<file path="config.mk">
export PLATFORM = sky130hd
export DESIGN_NAME = signed_integer_divider
export DESIGN_NICKNAME = d
export VERILOG_FILES = /design/src/hdl/sid_pkg.sv /design/src/hdl/signed_integer_divider.sv /design/src/hdl/sid_cell.sv /design/src/hdl/sid_row.sv
export SDC_FILE = /design/constraint.sdc
export NUM_CORES = 1
export LEC_CHECK = 0
export ABC_CLOCK_PERIOD_IN_PS = 12600
export BUFFER_PORTS_ARGS = -buffer_cell sky130_fd_sc_hd__buf_2
export CELL_PAD_IN_SITES_DETAIL_PLACEMENT = 0
export CELL_PAD_IN_SITES_GLOBAL_PLACEMENT = 1
export CORE_UTILIZATION = 25
export DETAILED_ROUTE_END_ITERATION = 8
export PLACE_DENSITY = 0.56
export SKIP_CTS_REPAIR_TIMING = 1
export SYNTH_ARGS = -nofsm -noshare
export SYNTH_HDL_FRONTEND = slang
export SYNTH_SLANG_ARGS = --single-unit
</file>
<file path="constraint.sdc">
create_clock -name clock -period 12.6 [get_ports clock]
set_input_delay 0.63 -clock clock [delete_from_list [all_inputs] [get_ports clock]]
set_output_delay 0.63 -clock clock [all_outputs]
set_load 0.005 [all_outputs]
</file>
<file path="src/hdl/sid_pkg.sv">
// shared types for the signed integer divider
package sid_pkg;

   // per-cycle command from the sequencer to the cell row
   typedef struct packed {
      logic load;   // clear partial remainder, take in divisor magnitude
      logic step;   // one shift and trial subtract
   } sid_ctrl_type;

endpackage

</file>
<file path="src/hdl/signed_integer_divider.sv">
// top level of the signed integer divider: sequencer, sign handling and result register
//
// usage
//   pulse or hold start with req_dividend and req_divisor; a transfer happens at a
//   rising edge where start is high and busy is low. busy stays high while the
//   operands are worked on.
//   the result appears on rsp_quotient and rsp_div_by_zero, marked by rsp_strobe for
//   exactly one cycle, once the DATA_WIDTH steps and the finishing state are done.
//   a new pair is accepted only when the block is idle again; the row of bit slices
//   retires one quotient bit per cycle in the run state, and the DATA_WIDTH steps, the
//   finishing state and the idle state that takes the next pair follow in turn.
//   the quotient is truncated toward zero. the most negative dividend over minus
//   one gives the largest positive value. a zero divisor gives quotient zero with
//   rsp_div_by_zero set.
//   a result must be taken in the cycle it is shown; there is no stall input.
//   reset (synchronous, active high) drops busy and rsp_strobe and abandons any
//   division in flight.
module signed_integer_divider #(
   parameter int DATA_WIDTH = 32
) (
   input  logic                         clock,
   input  logic                         reset,
   input  logic                         start,
   output logic                         busy,
   input  logic signed [DATA_WIDTH-1:0] req_dividend,
   input  logic signed [DATA_WIDTH-1:0] req_divisor,
   output logic                         rsp_strobe,
   output logic signed [DATA_WIDTH-1:0] rsp_quotient,
   output logic                         rsp_div_by_zero
);
   import sid_pkg::*;

   localparam int CNT_W = $clog2(DATA_WIDTH);
   localparam logic [CNT_W-1:0] LAST_STEP = CNT_W'(DATA_WIDTH - 1);
   localparam logic [DATA_WIDTH-1:0] MAX_POS = {1'b0, {(DATA_WIDTH-1){1'b1}}};

   typedef enum logic [1:0] {
      IDLE,
      RUN,
      FINISH
   } state_type;

   state_type              state_ff;
   logic [CNT_W-1:0]       cnt_ff;
   logic [DATA_WIDTH-1:0]  quo_ff;
   logic                   neg_ff;
   logic                   zero_ff;
   logic                   strobe_ff;
   logic [DATA_WIDTH-1:0]  quotient_ff;
   logic                   dbz_ff;

   logic                   accept;
   logic                   take;
   logic [DATA_WIDTH-1:0]  dvd_mag;
   logic [DATA_WIDTH-1:0]  dvs_mag;
   logic [DATA_WIDTH-1:0]  quo_fix;
   sid_ctrl_type           ctrl;

   assign accept = start & (state_ff == IDLE);

   // operand magnitudes as unsigned, the most negative value included
   assign dvd_mag = req_dividend[DATA_WIDTH-1] ? (~req_dividend + 1'b1) : req_dividend;
   assign dvs_mag = req_divisor[DATA_WIDTH-1] ? (~req_divisor + 1'b1) : req_divisor;

   assign ctrl.load = accept;
   assign ctrl.step = (state_ff == RUN);

   // bit-slice row holding the partial remainder
   sid_row #(
      .WIDTH (DATA_WIDTH)
   ) u_row (
      .clock     (clock),
      .ctrl      (ctrl),
      .dvs_mag   (dvs_mag),
      .serial_in (quo_ff[DATA_WIDTH-1]),
      .take      (take)
   );

   // sign, saturation and zero divisor on the final magnitude
   always_comb begin
      if (zero_ff) begin
         quo_fix = '0;
      end else if (neg_ff) begin
         quo_fix = ~quo_ff + 1'b1;
      end else if (quo_ff[DATA_WIDTH-1]) begin
         quo_fix = MAX_POS;
      end else begin
         quo_fix = quo_ff;
      end
   end

   // sequencer with dividend/quotient shift register and result register
   always_ff @(posedge clock) begin
      if (reset) begin
         state_ff  <= IDLE;
         cnt_ff    <= '0;
         strobe_ff <= 1'b0;
      end else begin
         strobe_ff <= 1'b0;
         unique case (state_ff)
            IDLE: begin
               if (start) begin
                  state_ff <= RUN;
                  cnt_ff   <= '0;
                  quo_ff   <= dvd_mag;
                  neg_ff   <= req_dividend[DATA_WIDTH-1] ^ req_divisor[DATA_WIDTH-1];
                  zero_ff  <= (req_divisor == '0);
               end
            end
            RUN: begin
               quo_ff <= {quo_ff[DATA_WIDTH-2:0], take};
               cnt_ff <= cnt_ff + 1'b1;
               if (cnt_ff == LAST_STEP) begin
                  state_ff <= FINISH;
               end
            end
            FINISH: begin
               state_ff    <= IDLE;
               strobe_ff   <= 1'b1;
               quotient_ff <= quo_fix;
               dbz_ff      <= zero_ff;
            end
            default: begin
               state_ff <= IDLE;
            end
         endcase
      end
   end

   assign busy            = (state_ff != IDLE);
   assign rsp_strobe      = strobe_ff;
   assign rsp_quotient    = quotient_ff;
   assign rsp_div_by_zero = dbz_ff;

`ifndef SYNTHESIS
   // an accepted transfer makes the block busy next cycle
   a_accept_busy: assert property (@(posedge clock) disable iff (reset)
      accept |=> busy)
      else $error("accepted transfer did not raise busy");

   // results never come on consecutive cycles
   a_strobe_single: assert property (@(posedge clock) disable iff (reset)
      rsp_strobe |=> !rsp_strobe)
      else $error("result strobe held for more than one cycle");

   // a zero divisor result carries a zero quotient
   a_dbz_zero: assert property (@(posedge clock) disable iff (reset)
      (rsp_strobe && rsp_div_by_zero) |-> (rsp_quotient == '0))
      else $error("zero divisor result with nonzero quotient");

   // the finishing step is always followed by a result
   a_strobe_after_finish: assert property (@(posedge clock) disable iff (reset)
      (state_ff == FINISH) |=> rsp_strobe)
      else $error("finishing step gave no result");

   // step counter only moves while dividing
   a_cnt_idle: assert property (@(posedge clock) disable iff (reset)
      (state_ff == IDLE && !start) |=> $stable(cnt_ff))
      else $error("step counter moved while idle");
`endif

endmodule

</file>
<file path="src/hdl/sid_cell.sv">
// one bit slice of the partial remainder with its divisor bit and borrow stage
module sid_cell (
   input  logic                 clock,
   input  sid_pkg::sid_ctrl_type ctrl,
   input  logic                 dvs_load,
   input  logic                 shift_in,
   input  logic                 borrow_in,
   input  logic                 take,
   output logic                 rem_bit,
   output logic                 borrow_out
);
   import sid_pkg::*;

   logic rem_ff;
   logic rem_in;
   logic dvs_ff;
   logic dvs_in;
   logic diff;

   // full subtractor on the shifted remainder bit
   assign diff       = shift_in ^ dvs_ff ^ borrow_in;
   assign borrow_out = (~shift_in & dvs_ff) | (~(shift_in ^ dvs_ff) & borrow_in);

   // clear on load; keep the difference when the row subtracts, else shift
   always_comb begin
      rem_in = rem_ff;
      dvs_in = dvs_ff;
      if (ctrl.load) begin
         rem_in = 1'b0;
         dvs_in = dvs_load;
      end else if (ctrl.step) begin
         rem_in = take ? diff : shift_in;
      end
   end

   always_ff @(posedge clock) begin
      rem_ff <= rem_in;
      dvs_ff <= dvs_in;
   end

   assign rem_bit = rem_ff;

endmodule

</file>
<file path="src/hdl/sid_row.sv">
// row of bit slices forming the restoring division datapath
module sid_row #(
   parameter int WIDTH = 32
) (
   input  logic                 clock,
   input  sid_pkg::sid_ctrl_type ctrl,
   input  logic [WIDTH-1:0]     dvs_mag,
   input  logic                 serial_in,
   output logic                 take
);
   import sid_pkg::*;

   logic [WIDTH-1:0] rem;
   logic [WIDTH-1:0] borrow;
   logic [WIDTH-1:0] shifted;
   logic [WIDTH-1:0] borrow_chain;

   // each slice takes its right neighbor's remainder bit, the lowest one the dividend bit
   assign shifted      = {rem[WIDTH-2:0], serial_in};
   assign borrow_chain = {borrow[WIDTH-2:0], 1'b0};

   // subtract when the shifted-out bit is set or the trial difference is not negative
   assign take = rem[WIDTH-1] | ~borrow[WIDTH-1];

   for (genvar i = 0; i < WIDTH; i++) begin : g_cell
      sid_cell u_cell (
         .clock      (clock),
         .ctrl       (ctrl),
         .dvs_load   (dvs_mag[i]),
         .shift_in   (shifted[i]),
         .borrow_in  (borrow_chain[i]),
         .take       (take),
         .rem_bit    (rem[i]),
         .borrow_out (borrow[i])
      );
   end

endmodule

</file>
==> results.toml <==
[yosys]
yosys.area.top_type_share_pct = 36.6
yosys_most_used_dff = "edfxtp_1"
async_flop_share_pct = 0
synth_nets = 917
ys_warn_count = 0
ys_seq_elements = 139
synth_edf_count = 99
syn_area_per_cell_um2 = 9.98
synthCells = 813
ys_types = 49
synthesis.area_mm2 = 0.00812
ys_top_cells_by_area = "edfxtp_1, dfxtp_1, fa_1"
yosys.area.top_type = "edfxtp_1"
synth-seq-area-share_pct = 46.5

[routing]
post-route-drc-count = 0
drtIter0Drc = 371
vias_per_cell = 4.54
drt_wl_total_mm = 19.8
antenna_left = 0
vias = 5997
avgRoutedWirePerCell_um = 15.0
first_pass_iters = 5

[hold_path]
hold_start = "req_divisor[0]"
hold_path_class = "primary input to flop"
hold_end = "u_row.g_cell[0].u_cell.dvs_ff"
min_path_cells = 1

[sta]
fin_skew_ns = 0.00996
finalHoldViolations = 0
finalCritPeriodShare_pct = 97.1
fmax_ghz = 0.0817
rsz0062_at_grt = "no"
maxSlewViolCount = 0
period_minus_slack_ns = 12.24
relSlewSlack_pct = 27.0
timing_worst_slew_pin_value_ns = 1.08
setup_viol = 0

[final_layout]
area_growth_pct = 20.7
final_cells = 1322
drive_gt1_share_pct = 22.0
nNetsFinal = 1010
final_area_mm2 = 0.00980
fillers = 3295

[flow_run]
maxCapViolCount = 0

[global_route]
grt_max_degree = 44
grt_usage_pct = 12.4
antenna_found_initial = 1
grt_pass1_vias = 5810
grt-ovfl-total = 0
grt_pass1_wl_mm = 32.3

[setup_path]
start_kind = "flop"
r2r-end = "u_row.g_cell[29].u_cell.rem_bit"
r2r_cells = 38
rrSetupSlack_ns = 0.36
critPathMaxStageDelay_ns = 0.39
crit_path_top_delay_cell = "fa_1"
path_max_fanout = 17
cp-end-kind = "flop"
worst-setup-path-type = "flop to flop"
crit_path_frequent_cell = "fa_2"
cp.required_ns = 12.94
cp.arrival_ns = 12.58
r2r_start = "quo_ff[31]"

[floorplan]
coreArea_mm2 = 0.0317
io_pins = 102
chipWidth_um = 182
initial_core_util_pct = 25.6
die_h_um = 182
dieArea_mm2 = 0.0332
fp-row-count = 65

[clock_tree]
clkTransAtPathRegs_ns = 0.06
cts_buffer_depth = 2
cts_tree = "done"
ctsRootBufferMaster = "clkbuf_16"
cts.sinks = 139
numCtsBuffers = 17
clk_latency_ns = 0.42
h-tree-depth = 4

[power_and_ir_drop]
peakVddDrop_uv = 98.0
leakagePower_nw = 3.36
cellPowerDensity_mw_per_mm2 = 166

[placement]
placed_area_mm2 = 0.00917
gp_congestion = 0.842
dp_hpwl_mm = 14.6
numPlacedInstances = 1288
io_buffers = 101

[status]
status = "finished clean"
-- per-layer routing --
metal,routed length [um],global-route usage [%]
met2,8860,18.8
met3,664,2.35
met1,9950,17.5
met5,0,0
met4,324,4.07
-- cell usage in the layout (no fill, tap or decap), types with 27 or more instances in the layout --
cell type    n
nor2_1      97
xor2_1      48
a21oi_1     50
o21ai_0     65
inv_1       41
fa_2        28
edfxtp_1    99
nand2_1     72
dfxtp_1     40
xnor2_1     34
a211oi_1    27
buf_2      101
-- cell usage after synthesis (12+ instances only) --
cell,count
xor2_1,48
inv_1,41
a211oi_1,27
o21ai_0,70
or4_1,12
nor2_1,98
a21oi_1,50
o41ai_1,13
dfxtp_1,40
clkbuf_1,36
fa_1,31
xnor2_1,34
nor3_1,17
edfxtp_1,99
o31ai_1,15
nand2_1,72
-- logic make-up after synthesis --
| logic type | synth area share [%] |
|---|---|
| compound gates | 14.1 |
| mux | 0.123 |
| simple gates | 17.9 |
| xor+xnor | 8.85 |
| buf+inv | 4.02 |
| flops | 46.5 |
| fa+ha+maj | 8.57 |
-- final cells by class --
type                       instances  area (um^2)  area share (%)
multi-input combinational        589         4110            42.0
sequential                       139         3770            38.5
timing repair buffer             118          671            6.84
tap                              402          503            5.13
clock buffer                      19          433            4.42
inverter                          41          154            1.57
clock inverter                    13          151            1.54
antenna                            1         2.50          0.0255
-- through the flow --
| step | power [mW] | util (%) | setup TNS (ns) | worst slack (ns) | hold WS [ns] |
|---|---|---|---|---|---|
| after floorplan | 0.970 | - | 0 | 0.0214 | 0.446 |
| after global placement | 1.12 | 28.9 | -3.33 | -0.114 | 0.470 |
| after detailed placement | 1.11 | 28.9 | -6.50 | -0.214 | 0.475 |
| after CTS | 1.63 | 30.8 | -6.31 | -0.209 | 0.444 |
| after global routing | 1.75 | 30.9 | 0 | 0.0314 | 0.450 |
| final | 1.63 | 30.9 | 0 | 0.359 | 0.460 |
-- registers in the layout, indices dropped and copies added, names as in the netlist --
register,count
rsp_quotient,32
neg_ff,1
zero_ff,1
state_ff,2
rsp_strobe,1
u_row.g_cell.u_cell.rem_bit,32
u_row.g_cell.u_cell.dvs_ff,32
cnt_ff,5
quo_ff,32
rsp_div_by_zero,1
-- critical path: cells and delay by family, from the launching register on --
kind | cells | cell delay [ns]
adder cells (fa/ha/maj) | 32 | 11.17
flip-flops | 1 | 0.34
AND/OR/NAND/NOR | 2 | 0.28
buffers and inverters | 2 | 0.21
AO/OA/AOI/OAI | 2 | 0.19
-- power breakdown --
part	internal (mW)	total (mW)	switching, mW
registers	0.565	0.624	0.0590
clock network	0.309	0.509	0.201
logic	0.228	0.494	0.266
total	1.10	1.63	0.526
-- worst max path at each step --
stage	from	endpoint	slack, ns	cells after the start
3_5_place_dp	quo_ff[31]	u_row.g_cell[17].u_cell.rem_bit	-0.21	37
4_1_cts	quo_ff[31]	u_row.g_cell[13].u_cell.rem_bit	-0.21	37
6_report	quo_ff[31]	u_row.g_cell[29].u_cell.rem_bit	0.36	38
2_1_floorplan	quo_ff[31]	u_row.g_cell[8].u_cell.rem_bit	0.02	38
3_3_place_gp	quo_ff[31]	u_row.g_cell[9].u_cell.rem_bit	-0.11	37
5_1_grt	quo_ff[31]	u_row.g_cell[31].u_cell.rem_bit	0.03	37
No activity file was read; power rests on OpenSTA's default activity.
